--- src/rtl/core/rsc_pkg.sv ---
// ----------------------------------------------------------------------------
// rsc_pkg
// Shared types, codes and helpers for the rotor stack cipher core.
// ----------------------------------------------------------------------------
package rsc_pkg;

    localparam int LETTERS    = 26;
    localparam int ROTORS_DEF = 3;

    typedef enum logic [2:0] {
        FN_LOAD = 3'd0,
        FN_SET  = 3'd1,
        FN_TICK = 3'd2,
        FN_FWD  = 3'd3,
        FN_BWD  = 3'd4
    } func_t;

    typedef enum logic [2:0] {
        ST_IDLE,
        ST_EXEC,
        ST_TICK,
        ST_READ,
        ST_THRU,
        ST_DONE
    } state_t;

    typedef struct packed {
        logic capture;
        logic load_wr;
        logic set_wr;
        logic pass_init;
        logic rd_en;
        logic thru;
        logic step;
        logic out_load;
    } rsc_cmd_t;

    typedef struct packed {
        logic [2:0] func;
        logic       ticks_zero;
        logic       tick_last;
        logic       rotor_last;
        logic       out_free;
    } rsc_status_t;

    // v < 78
    function automatic logic [4:0] mod26(input logic [6:0] v);
        logic [6:0] r;
        if (v >= 7'd52)
        begin
            r = v - 7'd52;
        end
        else if (v >= 7'd26)
        begin
            r = v - 7'd26;
        end
        else
        begin
            r = v;
        end
        return r[4:0];
    endfunction

endpackage

--- src/rtl/core/rsc_ctrl.sv ---
// ----------------------------------------------------------------------------
// rsc_ctrl
// Sequencer: decodes each beat, runs steps and rotor passes, hands off result.
// ----------------------------------------------------------------------------
module rsc_ctrl
    import rsc_pkg::*;
(
    input  logic        clk,
    input  logic        rst_n,
    input  logic        in_valid,
    output logic        in_ready,
    input  rsc_status_t status,
    output rsc_cmd_t    cmd
);

    state_t state_reg;
    state_t state_next;

    always_ff @(posedge clk or negedge rst_n)
    begin
        if (!rst_n)
        begin
            state_reg <= ST_IDLE;
        end
        else
        begin
            state_reg <= state_next;
        end
    end

    always_comb
    begin
        state_next = state_reg;
        unique case (state_reg)
            ST_IDLE:
            begin
                if (in_valid)
                begin
                    state_next = ST_EXEC;
                end
            end
            ST_EXEC:
            begin
                unique case (status.func) inside
                    FN_TICK:
                    begin
                        state_next = status.ticks_zero ? ST_DONE : ST_TICK;
                    end
                    FN_FWD, FN_BWD:
                    begin
                        state_next = ST_READ;
                    end
                    default:
                    begin
                        state_next = ST_DONE;
                    end
                endcase
            end
            ST_TICK:
            begin
                if (status.tick_last)
                begin
                    state_next = ST_DONE;
                end
            end
            ST_READ:
            begin
                state_next = ST_THRU;
            end
            ST_THRU:
            begin
                state_next = status.rotor_last ? ST_DONE : ST_READ;
            end
            ST_DONE:
            begin
                if (status.out_free)
                begin
                    state_next = ST_IDLE;
                end
            end
            default:
            begin
                state_next = ST_IDLE;
            end
        endcase
    end

    always_comb
    begin
        cmd      = '0;
        in_ready = 1'b0;
        unique case (state_reg)
            ST_IDLE:
            begin
                in_ready    = 1'b1;
                cmd.capture = in_valid;
            end
            ST_EXEC:
            begin
                cmd.load_wr   = (status.func == FN_LOAD);
                cmd.set_wr    = (status.func == FN_SET);
                cmd.pass_init = (status.func == FN_FWD) || (status.func == FN_BWD);
            end
            ST_TICK:
            begin
                cmd.step = 1'b1;
            end
            ST_READ:
            begin
                cmd.rd_en = 1'b1;
            end
            ST_THRU:
            begin
                cmd.thru = 1'b1;
            end
            ST_DONE:
            begin
                cmd.out_load = status.out_free;
            end
            default:
            begin
                cmd = '0;
            end
        endcase
    end

    a_accept_exec: assert property (@(posedge clk) disable iff (!rst_n)
        in_valid && in_ready |=> state_reg == ST_EXEC)
        else $error("accepted beat not decoded");

    a_out_free: assert property (@(posedge clk) disable iff (!rst_n)
        cmd.out_load |-> status.out_free)
        else $error("result loaded over pending beat");

endmodule

--- src/rtl/core/rsc_datapath.sv ---
// ----------------------------------------------------------------------------
// rsc_datapath
// Rotor state, wiring memories, stepping logic, pass arithmetic, result reg.
// ----------------------------------------------------------------------------
module rsc_datapath
    import rsc_pkg::*;
#(
    parameter int ROTORS = ROTORS_DEF
)
(
    input  logic         clk,
    input  logic         rst_n,
    input  rsc_cmd_t     cmd,
    output rsc_status_t  status,
    input  logic [2:0]   func,
    input  logic [1:0]   rotor_select,
    input  logic [4:0]   wiring_entry,
    input  logic [4:0]   wiring_value,
    input  logic [4:0]   ring_offset,
    input  logic [4:0]   start_position,
    input  logic [25:0]  notch_mask,
    input  logic [4:0]   tick_count,
    input  logic [4:0]   in_letter,
    output logic         out_valid,
    input  logic         out_ready,
    output logic [4:0]   out_letter,
    output logic [4:0]   selected_position
);

    localparam int RIDX_W = (ROTORS > 1) ? $clog2(ROTORS) : 1;
    localparam int DEPTH  = ROTORS * LETTERS;
    localparam int ADDR_W = $clog2(DEPTH);

    // captured beat
    logic [2:0]        func_reg;
    logic [1:0]        sel_reg;
    logic [4:0]        entry_reg;
    logic [4:0]        value_reg;
    logic [4:0]        ring_in_reg;
    logic [4:0]        start_reg;
    logic [25:0]       notch_in_reg;
    logic [4:0]        letter_reg;
    logic [4:0]        tick_cnt_reg;
    logic [4:0]        tick_cnt_next;

    // rotor state
    logic [4:0]        pos_reg   [ROTORS];
    logic [4:0]        pos_next  [ROTORS];
    logic [4:0]        ring_reg  [ROTORS];
    logic [4:0]        ring_next [ROTORS];
    logic [25:0]       notch_reg [ROTORS];
    logic [25:0]       notch_next[ROTORS];

    // pass
    logic [4:0]        x_reg;
    logic [RIDX_W-1:0] rotor_reg;
    logic              bwd_reg;
    logic [4:0]        rd_w_reg;
    logic [4:0]        rd_i_reg;

    logic [4:0]        wiring_mem [DEPTH];
    logic [4:0]        inverse_mem[DEPTH];

    // result
    logic              out_valid_reg;
    logic [4:0]        out_letter_reg;
    logic [4:0]        sel_pos_reg;

    logic              sel_ok;
    logic [RIDX_W-1:0] sel_idx;
    logic [RIDX_W-1:0] rd_sel;
    logic              rd_ok;
    logic [4:0]        pos_cur;
    logic [4:0]        ring_cur;
    logic [4:0]        idx;
    logic [4:0]        w_cur;
    logic [4:0]        x_thru;
    logic              rotor_last;
    logic              is_pass;
    logic [ADDR_W-1:0] rd_addr;
    logic [ADDR_W-1:0] wr_addr;
    logic [ADDR_W-1:0] inv_addr;
    logic              notch_at[ROTORS];
    logic              adv     [ROTORS];

    assign sel_ok  = (32'(sel_reg) < ROTORS);
    assign sel_idx = RIDX_W'(sel_reg);
    assign rd_sel  = cmd.out_load ? sel_idx : rotor_reg;
    assign rd_ok   = cmd.out_load ? sel_ok : 1'b1;

    always_comb
    begin
        pos_cur  = '0;
        ring_cur = '0;
        for (int i = 0; i < ROTORS; i++)
        begin
            if (rd_ok && (rd_sel == RIDX_W'(i)))
            begin
                pos_cur  = pos_reg[i];
                ring_cur = ring_reg[i];
            end
        end
    end

    assign idx    = mod26(7'(x_reg) + 7'(pos_cur) + 7'(LETTERS) - 7'(ring_cur));
    assign w_cur  = bwd_reg ? rd_i_reg : rd_w_reg;
    assign x_thru = mod26(7'(w_cur) + 7'(ring_cur) + 7'(LETTERS) - 7'(pos_cur));

    assign rd_addr  = ADDR_W'(rotor_reg) * ADDR_W'(LETTERS) + ADDR_W'(idx);
    assign wr_addr  = ADDR_W'(sel_reg) * ADDR_W'(LETTERS) + ADDR_W'(entry_reg);
    assign inv_addr = ADDR_W'(sel_reg) * ADDR_W'(LETTERS) + ADDR_W'(value_reg);

    assign rotor_last = bwd_reg ? (rotor_reg == '0) : (rotor_reg == RIDX_W'(ROTORS - 1));
    assign is_pass    = (func_reg == FN_FWD) || (func_reg == FN_BWD);

    always_comb
    begin
        status.func       = func_reg;
        status.ticks_zero = (tick_cnt_reg == '0);
        status.tick_last  = (tick_cnt_reg == 5'd1);
        status.rotor_last = rotor_last;
        status.out_free   = !out_valid_reg || out_ready;
    end

    always_ff @(posedge clk)
    begin
        if (cmd.capture)
        begin
            func_reg     <= func;
            sel_reg      <= rotor_select;
            entry_reg    <= wiring_entry;
            value_reg    <= mod26({2'b00, wiring_value});
            ring_in_reg  <= mod26({2'b00, ring_offset});
            start_reg    <= mod26({2'b00, start_position});
            notch_in_reg <= notch_mask;
            letter_reg   <= in_letter;
        end
    end

    always_comb
    begin
        tick_cnt_next = tick_cnt_reg;
        if (cmd.capture)
        begin
            tick_cnt_next = tick_count;
        end
        else if (cmd.step)
        begin
            tick_cnt_next = tick_cnt_reg - 5'd1;
        end
    end

    always_ff @(posedge clk or negedge rst_n)
    begin
        if (!rst_n)
        begin
            tick_cnt_reg <= '0;
        end
        else
        begin
            tick_cnt_reg <= tick_cnt_next;
        end
    end

    // single step: carry out of a rotor at its notch, double step of middle rotors
    always_comb
    begin
        for (int i = 0; i < ROTORS; i++)
        begin
            notch_at[i] = notch_reg[i][pos_reg[i]];
        end
        for (int i = 0; i < ROTORS; i++)
        begin
            adv[i] = (i == 0)
                   || ((i < ROTORS - 1) && notch_at[i])
                   || ((i > 0) && notch_at[(i > 0) ? i - 1 : 0]);
        end
    end

    always_comb
    begin
        for (int i = 0; i < ROTORS; i++)
        begin
            pos_next[i]   = pos_reg[i];
            ring_next[i]  = ring_reg[i];
            notch_next[i] = notch_reg[i];
            if (cmd.set_wr && sel_ok && (sel_idx == RIDX_W'(i)))
            begin
                pos_next[i]   = start_reg;
                ring_next[i]  = ring_in_reg;
                notch_next[i] = notch_in_reg;
            end
            else if (cmd.step && adv[i])
            begin
                pos_next[i] = (pos_reg[i] == 5'd25) ? 5'd0 : pos_reg[i] + 5'd1;
            end
        end
    end

    always_ff @(posedge clk or negedge rst_n)
    begin
        if (!rst_n)
        begin
            for (int i = 0; i < ROTORS; i++)
            begin
                pos_reg[i]   <= '0;
                ring_reg[i]  <= '0;
                notch_reg[i] <= '0;
            end
        end
        else
        begin
            for (int i = 0; i < ROTORS; i++)
            begin
                pos_reg[i]   <= pos_next[i];
                ring_reg[i]  <= ring_next[i];
                notch_reg[i] <= notch_next[i];
            end
        end
    end

    always_ff @(posedge clk)
    begin
        if (cmd.load_wr && sel_ok && (entry_reg < 5'd26))
        begin
            wiring_mem[wr_addr]   <= value_reg;
            inverse_mem[inv_addr] <= entry_reg;
        end
        if (cmd.rd_en)
        begin
            rd_w_reg <= wiring_mem[rd_addr];
            rd_i_reg <= inverse_mem[rd_addr];
        end
    end

    always_ff @(posedge clk or negedge rst_n)
    begin
        if (!rst_n)
        begin
            rotor_reg <= '0;
        end
        else if (cmd.pass_init)
        begin
            rotor_reg <= (func_reg == FN_BWD) ? RIDX_W'(ROTORS - 1) : '0;
        end
        else if (cmd.thru && !rotor_last)
        begin
            rotor_reg <= bwd_reg ? rotor_reg - RIDX_W'(1) : rotor_reg + RIDX_W'(1);
        end
    end

    always_ff @(posedge clk)
    begin
        if (cmd.pass_init)
        begin
            x_reg   <= mod26({2'b00, letter_reg});
            bwd_reg <= (func_reg == FN_BWD);
        end
        else if (cmd.thru)
        begin
            x_reg <= x_thru;
        end
    end

    always_ff @(posedge clk or negedge rst_n)
    begin
        if (!rst_n)
        begin
            out_valid_reg <= 1'b0;
        end
        else if (cmd.out_load)
        begin
            out_valid_reg <= 1'b1;
        end
        else if (out_ready)
        begin
            out_valid_reg <= 1'b0;
        end
    end

    always_ff @(posedge clk)
    begin
        if (cmd.out_load)
        begin
            out_letter_reg <= is_pass ? x_reg : 5'd0;
            sel_pos_reg    <= pos_cur;
        end
    end

    assign out_valid         = out_valid_reg;
    assign out_letter        = out_letter_reg;
    assign selected_position = sel_pos_reg;

    a_rotor_range: assert property (@(posedge clk) disable iff (!rst_n)
        32'(rotor_reg) < ROTORS)
        else $error("rotor index out of range");

    a_step_count: assert property (@(posedge clk) disable iff (!rst_n)
        cmd.step |-> tick_cnt_reg != '0)
        else $error("step with no ticks left");

    a_thru_after_read: assert property (@(posedge clk) disable iff (!rst_n)
        cmd.thru |-> $past(cmd.rd_en))
        else $error("pass arithmetic without table read");

endmodule

--- src/rtl/core/rotor_stack_cipher_core.sv ---
// ----------------------------------------------------------------------------
// rotor_stack_cipher_core
// Stack of substitution rotors with notch carry and middle-rotor double step.
// ----------------------------------------------------------------------------
// Input channel (in_valid/in_ready) takes one command beat: func selects load
// of a wiring entry, rotor set, tick, forward pass or backward pass. Output
// channel (out_valid/out_ready) returns exactly one beat per command:
// out_letter (enciphered letter for passes, else 0) and selected_position
// (position of rotor rotor_select after the command, 0 if out of the stack).
// Commands run one at a time; in_ready is high only when the sequencer idles.
// After decode, load, set and unused codes go to the result stage; a tick
// takes tick_count single steps, one per cycle; a pass does a registered
// table read, then arithmetic, for each rotor in turn.
// out_valid rises as the result register loads; the sequencer then idles
// and takes the next command.
// A stalled receiver holds the result; the next command is taken while it
// waits, and its result is held back until the output register frees.
// Reset clears positions, rings and notch masks; wiring memories are not
// cleared and must be loaded before use.
// ----------------------------------------------------------------------------
module rotor_stack_cipher_core
    import rsc_pkg::*;
#(
    parameter int ROTORS = ROTORS_DEF
)
(
    input  logic        clk,
    input  logic        rst_n,
    input  logic        in_valid,
    output logic        in_ready,
    input  logic [2:0]  func,
    input  logic [1:0]  rotor_select,
    input  logic [4:0]  wiring_entry,
    input  logic [4:0]  wiring_value,
    input  logic [4:0]  ring_offset,
    input  logic [4:0]  start_position,
    input  logic [25:0] notch_mask,
    input  logic [4:0]  tick_count,
    input  logic [4:0]  in_letter,
    output logic        out_valid,
    input  logic        out_ready,
    output logic [4:0]  out_letter,
    output logic [4:0]  selected_position
);

    rsc_cmd_t    cmd;
    rsc_status_t status;

    rsc_ctrl u_ctrl (
        .clk      (clk),
        .rst_n    (rst_n),
        .in_valid (in_valid),
        .in_ready (in_ready),
        .status   (status),
        .cmd      (cmd)
    );

    rsc_datapath #(
        .ROTORS (ROTORS)
    ) u_datapath (
        .clk               (clk),
        .rst_n             (rst_n),
        .cmd               (cmd),
        .status            (status),
        .func              (func),
        .rotor_select      (rotor_select),
        .wiring_entry      (wiring_entry),
        .wiring_value      (wiring_value),
        .ring_offset       (ring_offset),
        .start_position    (start_position),
        .notch_mask        (notch_mask),
        .tick_count        (tick_count),
        .in_letter         (in_letter),
        .out_valid         (out_valid),
        .out_ready         (out_ready),
        .out_letter        (out_letter),
        .selected_position (selected_position)
    );

endmodule

--- config.mk ---
export PLATFORM = sky130hd
export DESIGN_NAME = rotor_stack_cipher_core
export DESIGN_NICKNAME = d
export VERILOG_FILES = /design/src/rtl/core/rsc_pkg.sv /design/src/rtl/core/rsc_ctrl.sv /design/src/rtl/core/rsc_datapath.sv /design/src/rtl/core/rotor_stack_cipher_core.sv
export SDC_FILE = /design/constraint.sdc
export NUM_CORES = 1
export LEC_CHECK = 0
export ABC_AREA = 0
export BUFFER_PORTS_ARGS = -buffer_cell sky130_fd_sc_hd__buf_4
export CAP_MARGIN = 10
export CORE_MARGIN = 2
export CORE_UTILIZATION = 30
export CTS_CLUSTER_SIZE = 28
export DETAILED_ROUTE_END_ITERATION = 16
export GPL_TIMING_DRIVEN = 0
export PLACE_DENSITY = 0.51
export SYNTH_ARGS = -nofsm -noshare
export SYNTH_HDL_FRONTEND = slang
export SYNTH_SLANG_ARGS = --single-unit
--- constraint.sdc ---
create_clock -name clk -period 10.3 [get_ports clk]
set_input_delay 1.03 -clock clk [delete_from_list [all_inputs] [get_ports clk]]
set_output_delay 1.03 -clock clk [all_outputs]
set_load 0.005 [all_outputs]
==> results.txt, run 1 <==
In the final routed layout, each cell accounts on average for 24.9 um. In this run the count of I/O pins placed on the die edge is 77. After synthesis, the netlist uses 70 different library cells. The worst setup path is captured at a flop. In this design, the critical path's most frequently occurring cell is ha_1. The maximum buffer depth of the clock tree was 3. The fmax came out at 104 MHz. The count of buffers inserted at the top-level ports was 76.

Once detail routing completed, the nets flagged for antenna violations numbered 0. By startpoint and endpoint, the worst setup path is classified as flop to flop. In the layout the commonest cells are 862 x edfxtp_1, 280 x nand2_1, 245 x mux4_2, 207 x nor2_1, 102 x clkbuf_16.

The wire length of the first global-routing pass was 157,000 um; the relative max-transition margin was 31.9%. In the global route stage, met2 resource usage came out at 26.6%. The mapped netlist covers 40,300 sq um. The number of cells on the worst reg-to-reg path is 34. The mean number of vias per cell works out to 5.00. The number of clock buffers added by TritonCTS is 102.

For met1 alone, demand over resource in global routing was 20.9%. The die covers 137,000 sq um. Clock-pin slew was measured on the worst setup and hold paths at 0.06 ns. The signal arrival time at the worst endpoint is 9.97 ns. In the global route stage, met3 resource usage came out at 2.64%.

For the total wire length after detailed routing, the log shows 109,000 um. The congestion estimate from routability-driven global placement came to 0.827. The final net count was 2,674; the horizontal die dimension was 370 um.

The mean post-synth cell area works out to 17.4 sq um. TritonCTS built the clock tree. The final cell area excluding filler cells was 47,200 sq um; the number of remaining DRC errors was 0. The final count of hold timing violations is 0, and the share of post-route cells with drive strength above 1 is 23.3%.

Number of placement rows: 134. The clock arrives with 0.0301 ns of skew. Startpoint class of the critical path: a flop.

In this run the vertical extent of the chip is 370 um. The fraction of registers with async set or reset after synthesis was 9.74%; the vias after detailed routing was 21,900. The run finished with clean final reports. The number of enable-type register cells in the synthesized netlist was 862. The tools report the initial antenna violation count as 3. The maximum number of pins on one net before global-route repair is 94. The dominant register cell in the synthesized netlist was edfxtp_1. For the flop-to-flop setup slack, the log shows 0.67 ns. In the global route stage, overall resource usage came out at 15.8%. Of the available clock period, the critical path in the final layout requires 93.5%. Area growth from synthesis to final layout: 17.3%. The worst endpoint required time was 10.65 ns. The logs give 133,000 sq um for the core area and 30.2% for the starting density of the core. In the final layout, the multi-input gates occupy 11,400 sq um. The count of TritonRoute iterations in the first routing pass is 5. The tools report the number of slew-limit violations in the final report as 0. Counting the fill cells in the layout gives 12,400. The cell sitting at the root of the clock tree is a clkbuf_16. Of all nets on the critical path, the largest fanout is 16. The number of sinks on the clock net is 955, and the number of warnings printed during yosys synthesis is 0. The critical-path cell with the highest stage delay was buf_2. The total placed instance area was 43,800 sq um; the number of max-cap violations was 0. The H-tree generated during clock tree synthesis spans 3 levels. In this run the most used layer during global routing was met2. Setup violations remaining at the end of the flow were counted as 0.

For the number of global-route vias before repair, the log shows 22,500. The logs give 74,800 um for the half-perimeter wire length after placement and 0.70 ns for the clock latency on the worst-skew pair. The number of hold buffers added after CTS was 0. Synthesis inferred 955 register bits.

Counting every net in the synthesized netlist gives 2,465. In this run the worst hold path is classified as input pin to asynchronous set/reset pin. In this design, the stage delay of the slowest critical-path cell is 0.55 ns. Across the whole layout, storage elements account for 28,200 sq um. After technology mapping, the gate count stands at 2,318.

For this block, the initial DRC count from the detailed router was 2,126. Subtracting the final worst setup slack from the clock period gives 9.63 ns. The part of the Yosys area used for sequential elements came out at 70.0%.

The total overflow left after global routing is 0. For the pin with the worst max-slew slack, the measured transition is 1.02 ns. The library cell used most frequently in the layout, excluding fill and tap cells, is edfxtp_1.
-- worst max-delay path: cells and delay by family, from the launching register on --
kind	cells	cell delay [ns]
compound gates	8	1.92
xor+xnor	3	0.89
fa+ha+maj	8	2.60
buf+inv	7	1.89
flops	1	0.47
mux	2	0.84
simple gates	6	0.66
-- what timing repair did --
action	CTS	global route
endpoints found under the setup margin	1	10
gates resized for setup	2	32
setup buffers	0	0
cloned	0	0
-- per-stage QoR --
stage | setup WS (ns) | setup TNS (ns) | cells | util, % | hold WS [ns]
after global routing | -0.00599 | -0.00599 | 4381 | 35.4 | 0.333
final | 0.673 | 0 | 4382 | 35.4 | 0.324
after CTS | 0.00167 | 0 | 4379 | 35.4 | 0.470
after global placement | -0.620 | -2.41 | 4162 | 32.3 | 0.457
after floorplan | 2.05 | 0 | 2318 | - | 0.437
after detailed placement | -0.778 | -3.97 | 4189 | 32.8 | 0.459
-- worst paths after layout --
path,start,endpoint
max in group asynchronous,rst_n,u_ctrl.state_reg[2]$_DFFE_PN0P_
worst min-delay path,rst_n,u_datapath.notch_reg[56]$_DFFE_PN0P_
worst max-delay path,u_ctrl.state_reg[1]$_DFFE_PN0P_,u_datapath.rd_w_reg[1]$_DFFE_PN_
min in group clk,u_datapath.notch_reg[55]$_DFFE_PN0P_,u_datapath.notch_reg[55]$_DFFE_PN0P_
worst max register to register,u_ctrl.state_reg[1]$_DFFE_PN0P_,u_datapath.rd_w_reg[1]$_DFFE_PN_
worst min register to register,u_datapath.notch_reg[55]$_DFFE_PN0P_,u_datapath.notch_reg[55]$_DFFE_PN0P_
-- cell usage after synthesis (all sizes together), types with 8 or more instances --
| library cell | number | share of area (%) |
|---|---|---|
| dfrtp | 93 | 5.8 |
| nand2b | 11 | 0.17 |
| a21oi | 51 | 0.63 |
| or3 | 8 | 0.12 |
| and2 | 13 | 0.20 |
| inv | 57 | 0.53 |
| nand2 | 280 | 2.6 |
| o211ai | 8 | 0.15 |
| o21ai | 47 | 0.59 |
| nor2 | 207 | 1.9 |
| xnor2 | 24 | 0.52 |
| nor3b | 8 | 0.18 |
| a21o | 15 | 0.28 |
| a211oi | 10 | 0.19 |
| edfxtp | 862 | 64 |
| xor2 | 12 | 0.26 |
| nand3 | 13 | 0.17 |
| a31oi | 12 | 0.19 |
| mux4 | 247 | 14 |
| mux2 | 24 | 0.67 |
| clkbuf | 38 | 0.35 |
| mux2i | 35 | 0.88 |
| nor3 | 10 | 0.12 |
| buf | 57 | 0.80 |
| nor2b | 12 | 0.19 |
| ha | 75 | 2.3 |
-- layer usage --
layer / vias to the layer above / part of all wire [%]
li1: 9502 / -
met1: 11500 / 42
met2: 718 / 49
met3: 169 / 5.9
met4: 2 / 2.9
met5: - / 0.012
-- logic make-up after synthesis --
logic type / after synthesis / synth area share (%)
DFF: 955 / 70.0
and+or+nand+nor: 585 / 6.14
muxes: 306 / 15.4
AOI/OAI and AO/OA: 202 / 3.29
buffers and inverters: 152 / 1.69
adders and majority gates: 82 / 2.68
xor gates and xnor gates: 36 / 0.783
-- area by class of cell --
| type | count | share of cell area (%) |
|---|---|---|
| Sequential cell | 955 | 59.7 |
| Timing Repair Buffer | 105 | 2.80 |
| Buffer | 95 | 1.05 |
| Clock inverter | 58 | 1.50 |
| Tap cell | 1768 | 4.68 |
| Inverter | 57 | 0.453 |
| Antenna cell | 1 | 0.00530 |
| Clock buffer | 132 | 5.68 |
| Multi-Input combinational cell | 1211 | 24.1 |
Power of run 1 is left out: the tool's default activity adds up to more than one toggle a clock period on the data nets, which glitch-free logic cannot reach.
==> run 2: changes to the inputs <==
--- a/config.mk
+++ b/config.mk
@@ -13,7 +13,7 @@
 export CTS_CLUSTER_SIZE = 28
 export DETAILED_ROUTE_END_ITERATION = 16
 export GPL_TIMING_DRIVEN = 0
-export PLACE_DENSITY = 0.51
+export PLACE_DENSITY = 0.52
 export SYNTH_ARGS = -nofsm -noshare
 export SYNTH_HDL_FRONTEND = slang
 export SYNTH_SLANG_ARGS = --single-unit
==> run 2 against run 1 <==
  * Worst setup slack worse by 0.22 ns
  * Cell count is 0.18% lower
  * Highest routed layer is now met4
  * Critical path type unchanged
  * Register-to-register slack worse by 0.22 ns
  * Worst hold slack worse by 0.064 ns
  * Critical path depth is 2 lower
  * Non-clock buffer count is 3 lower
  * First-iteration DRC count is 5.1% higher
  * Via count is 0.78% higher
  * Utilization is 0.13 points lower
  * Die area stayed put
  * Sequential share of layout area is 0.21 points higher
==> results.txt, run 2 (synthesized netlist as in run 1, its figures left out) <==
The flow ran to the end, and the final reports show no timing, DRC or antenna violations. The actual transition at the worst max-transition pin is 1.26 ns (+0.235 ns), and the clock latency on the worst-skew pair is 0.71 ns (about the same). The number of buffers created by CTS is 101 (-0.98%), and the final count of negative-setup-slack endpoints is 0 (unchanged). The critical-path maximum fanout is 16 (unchanged).

Minimum period implied by the final worst setup slack: 9.84 ns (+0.216 ns). The mean number of vias per cell is 5.05 (+0.97%), and the vias after detailed routing is 22,100 (+0.78%). The tools report the core area as 133,000 sq um (unchanged).

The logs give 15.5% (-16 points) for the relative max-transition margin and 94 (unchanged) for the maximum number of pins on one net before global-route repair. Total I/O pin count: 77 (unchanged). The end-of-flow core utilization was 35.3% (-0.13 points); the deepest level of the CTS H-tree was 3 (unchanged).

Initial antenna violation count: 0 (-3). Cell at the root of the clock tree: clkbuf_16. Signal arrival time at the worst endpoint: 10.23 ns (+0.26 ns). Setup repair after global routing left no endpoint under its margin. The flop-to-flop setup slack was 0.46 ns (-0.22 ns).

The wire length of the first global-routing pass is 158,000 um (+0.49%), and the final count of hold timing violations is 0 (unchanged). The tools report the first-iteration detailed-routing DRC count as 2,235 (+5.1%). The number of placement rows was 134 (unchanged); the area growth from synthesis to final layout was 16.9%. The critical-path cell with the highest stage delay was buf_1. The last weighted congestion value of the routability-driven placer is 0.844 (+2.1%).

For the number of antenna-violating nets in the routed design, the log shows 0 (unchanged). The number of sinks on the clock net was 955 (unchanged); the ratio of final minimum period to clock period was 95.6% (+2.1 points). The number of global-route vias before repair is 22,700 (+1.1%).

The commonest non-fill, non-tap cell in the layout was edfxtp_1. The peak per-stage delay on the critical path works out to 0.87 ns (+0.32 ns). STA classifies the critical path startpoint as a flop.

The logs give 30.2% (unchanged) for the starting density of the core and 4,187 (-0.048%) for the instance count after placement with tap cells included. The post-CTS clock slew at the launch and capture registers of the worst setup and hold paths was 0.06 ns (about the same); the y dimension of the die was 370 um (unchanged). The tools report the antenna cell count as 0 (-1). The run gives 2,670 (-0.15%) as the final net count. TritonCTS built the clock tree. The half-perimeter wire length after placement came out at 74,900 um (+0.20%).

The tools report the endpoint of the most critical register-to-register path as u_datapath.rd_i_reg[1]$_DFFE_PN_. The sum of overflow across all layers after global routing is 0 (unchanged), and the horizontal die dimension is 370 um (unchanged). The worst endpoint required time is 10.69 ns (+0.04 ns). Counting stages on the worst path, the most repeated cell is ha_1. Number of cells on the worst reg-to-reg path: 32 (-5.9%). The kind of end point of the critical path was a flop. The worst path buffer plus inverter count works out to 8 (+1). The origin of the critical flop-to-flop path is u_ctrl.state_reg[1]$_DFFE_PN0P_.

The run gives 0 (unchanged) as the number of max-cap violations. The logs give 4,374 (-0.18%) for the count of non-filler cells in the finished layout and 47,100 sq um (-0.36%) for the final cell area excluding filler cells. For the die area, the log shows 137,000 sq um (unchanged). The tools report the global routing usage summed across all routing layers as 15.9% (+0.057 points).

The critical path in this run is classified as flop to flop. The tightest min-delay check is of the input pin to asynchronous set/reset pin type. The total placed instance area is 43,800 sq um (about the same).

The tools report the total wire length after detailed routing as 109,000 um (+0.53%). For the maximum clock skew at final layout, the log shows 0.0457 ns (+0.0156 ns). The share of post-route cells with drive strength above 1 is 23.0% (-0.28 points). The number of slew-limit violations in the final report came out at 0 (unchanged). The count of buffers inserted at the top-level ports was 76 (unchanged).

The tools report the count of TritonRoute iterations in the first routing pass as 5 (unchanged). On the critical path the largest part of the delay comes from buffers and inverters. The routed length per instance works out to 25.0 um (+0.71%). The number of remaining DRC errors is 0 (unchanged). In the layout the commonest cells are 862 x edfxtp_1, 280 x nand2_1, 245 x mux4_2, 207 x nor2_1, 103 x clkbuf_16. The count of buffers added by post-CTS timing repair for setup is 0 (unchanged), and the fmax is 102 MHz (-2.2%). For the maximum buffer depth of the clock tree, the log shows 3 (unchanged).
-- run 2: changes by cell type in the layout (fill, tap and decap cells not counted), sizes merged --
cell,delta
clkinvlp,+3
bufinv,-6
diode,-1
clkbuf,-6
clkinv,+5
inv,-2
buf,-1
-- run 2: worst reg2reg max path, delay by kind of cell (launching register included) --
| kind | cells | cell delay [ns] |
|---|---|---|
| simple gates | 6 | 0.70 |
| flops | 1 | 0.46 |
| compound gates | 6 | 1.59 |
| fa+ha+maj | 8 | 2.63 |
| xor+xnor | 3 | 0.71 |
| mux | 1 | 0.66 |
| buf+inv | 8 | 2.83 |
-- run 2: how the worst max path moves through the flow --
| stage | to | cells after the start | start | slack, ns |
|---|---|---|---|---|
| finish | u_datapath.rd_i_reg[1]$_DFFE_PN_ | 32 | u_ctrl.state_reg[1]$_DFFE_PN0P_ | 0.46 |
| CTS | u_datapath.rd_w_reg[3]$_DFFE_PN_ | 33 | u_ctrl.state_reg[1]$_DFFE_PN0P_ | 0.06 |
| global placement | u_datapath.rd_i_reg[2]$_DFFE_PN_ | 32 | out_ready | -0.45 |
| detailed placement | u_datapath.rd_i_reg[2]$_DFFE_PN_ | 32 | out_ready | -0.68 |
| floorplan | u_datapath.rd_i_reg[1]$_DFFE_PN_ | 32 | out_ready | 2.05 |
| global route | u_datapath.rd_w_reg[3]$_DFFE_PN_ | 33 | u_ctrl.state_reg[1]$_DFFE_PN0P_ | 0.04 |
-- run 2: per-stage QoR --
step,hold WS (ns),TNS [ns],setup WS (ns)
CTS,0.469,0,0.0576
detailed placement,0.459,-5.20,-0.679
global placement,0.457,-3.11,-0.449
floorplan,0.437,0,2.05
finish,0.260,0,0.456
global route,0.248,0,0.0361
-- run 2: repair_timing --
action,4_1_cts,5_1_grt
setup endpoints to repair,3,9
gates resized for setup,2,24
hold buffers,0,0
pin swaps,0,0
-- run 2: metal layers --
metal	wire length, um	share of wire [%]	global-route usage (%)
met3	6900	6.3	2.77
met4	3040	2.8	4.66
met1	46000	42	21.0
met2	53600	49	26.6
met5	0	0	0
-- run 2: layout make-up --
type	instances	area, sq um
Clock inverter	58	558
Clock buffer	128	2710
Fill cell	12500	86200
Multi-Input combinational cell	1211	11400
Sequential cell	955	28200
Tap cell	1768	2210
Buffer	95	484
Inverter	57	214
Timing Repair Buffer	102	1290
Power of run 2 is left out for the same reason.
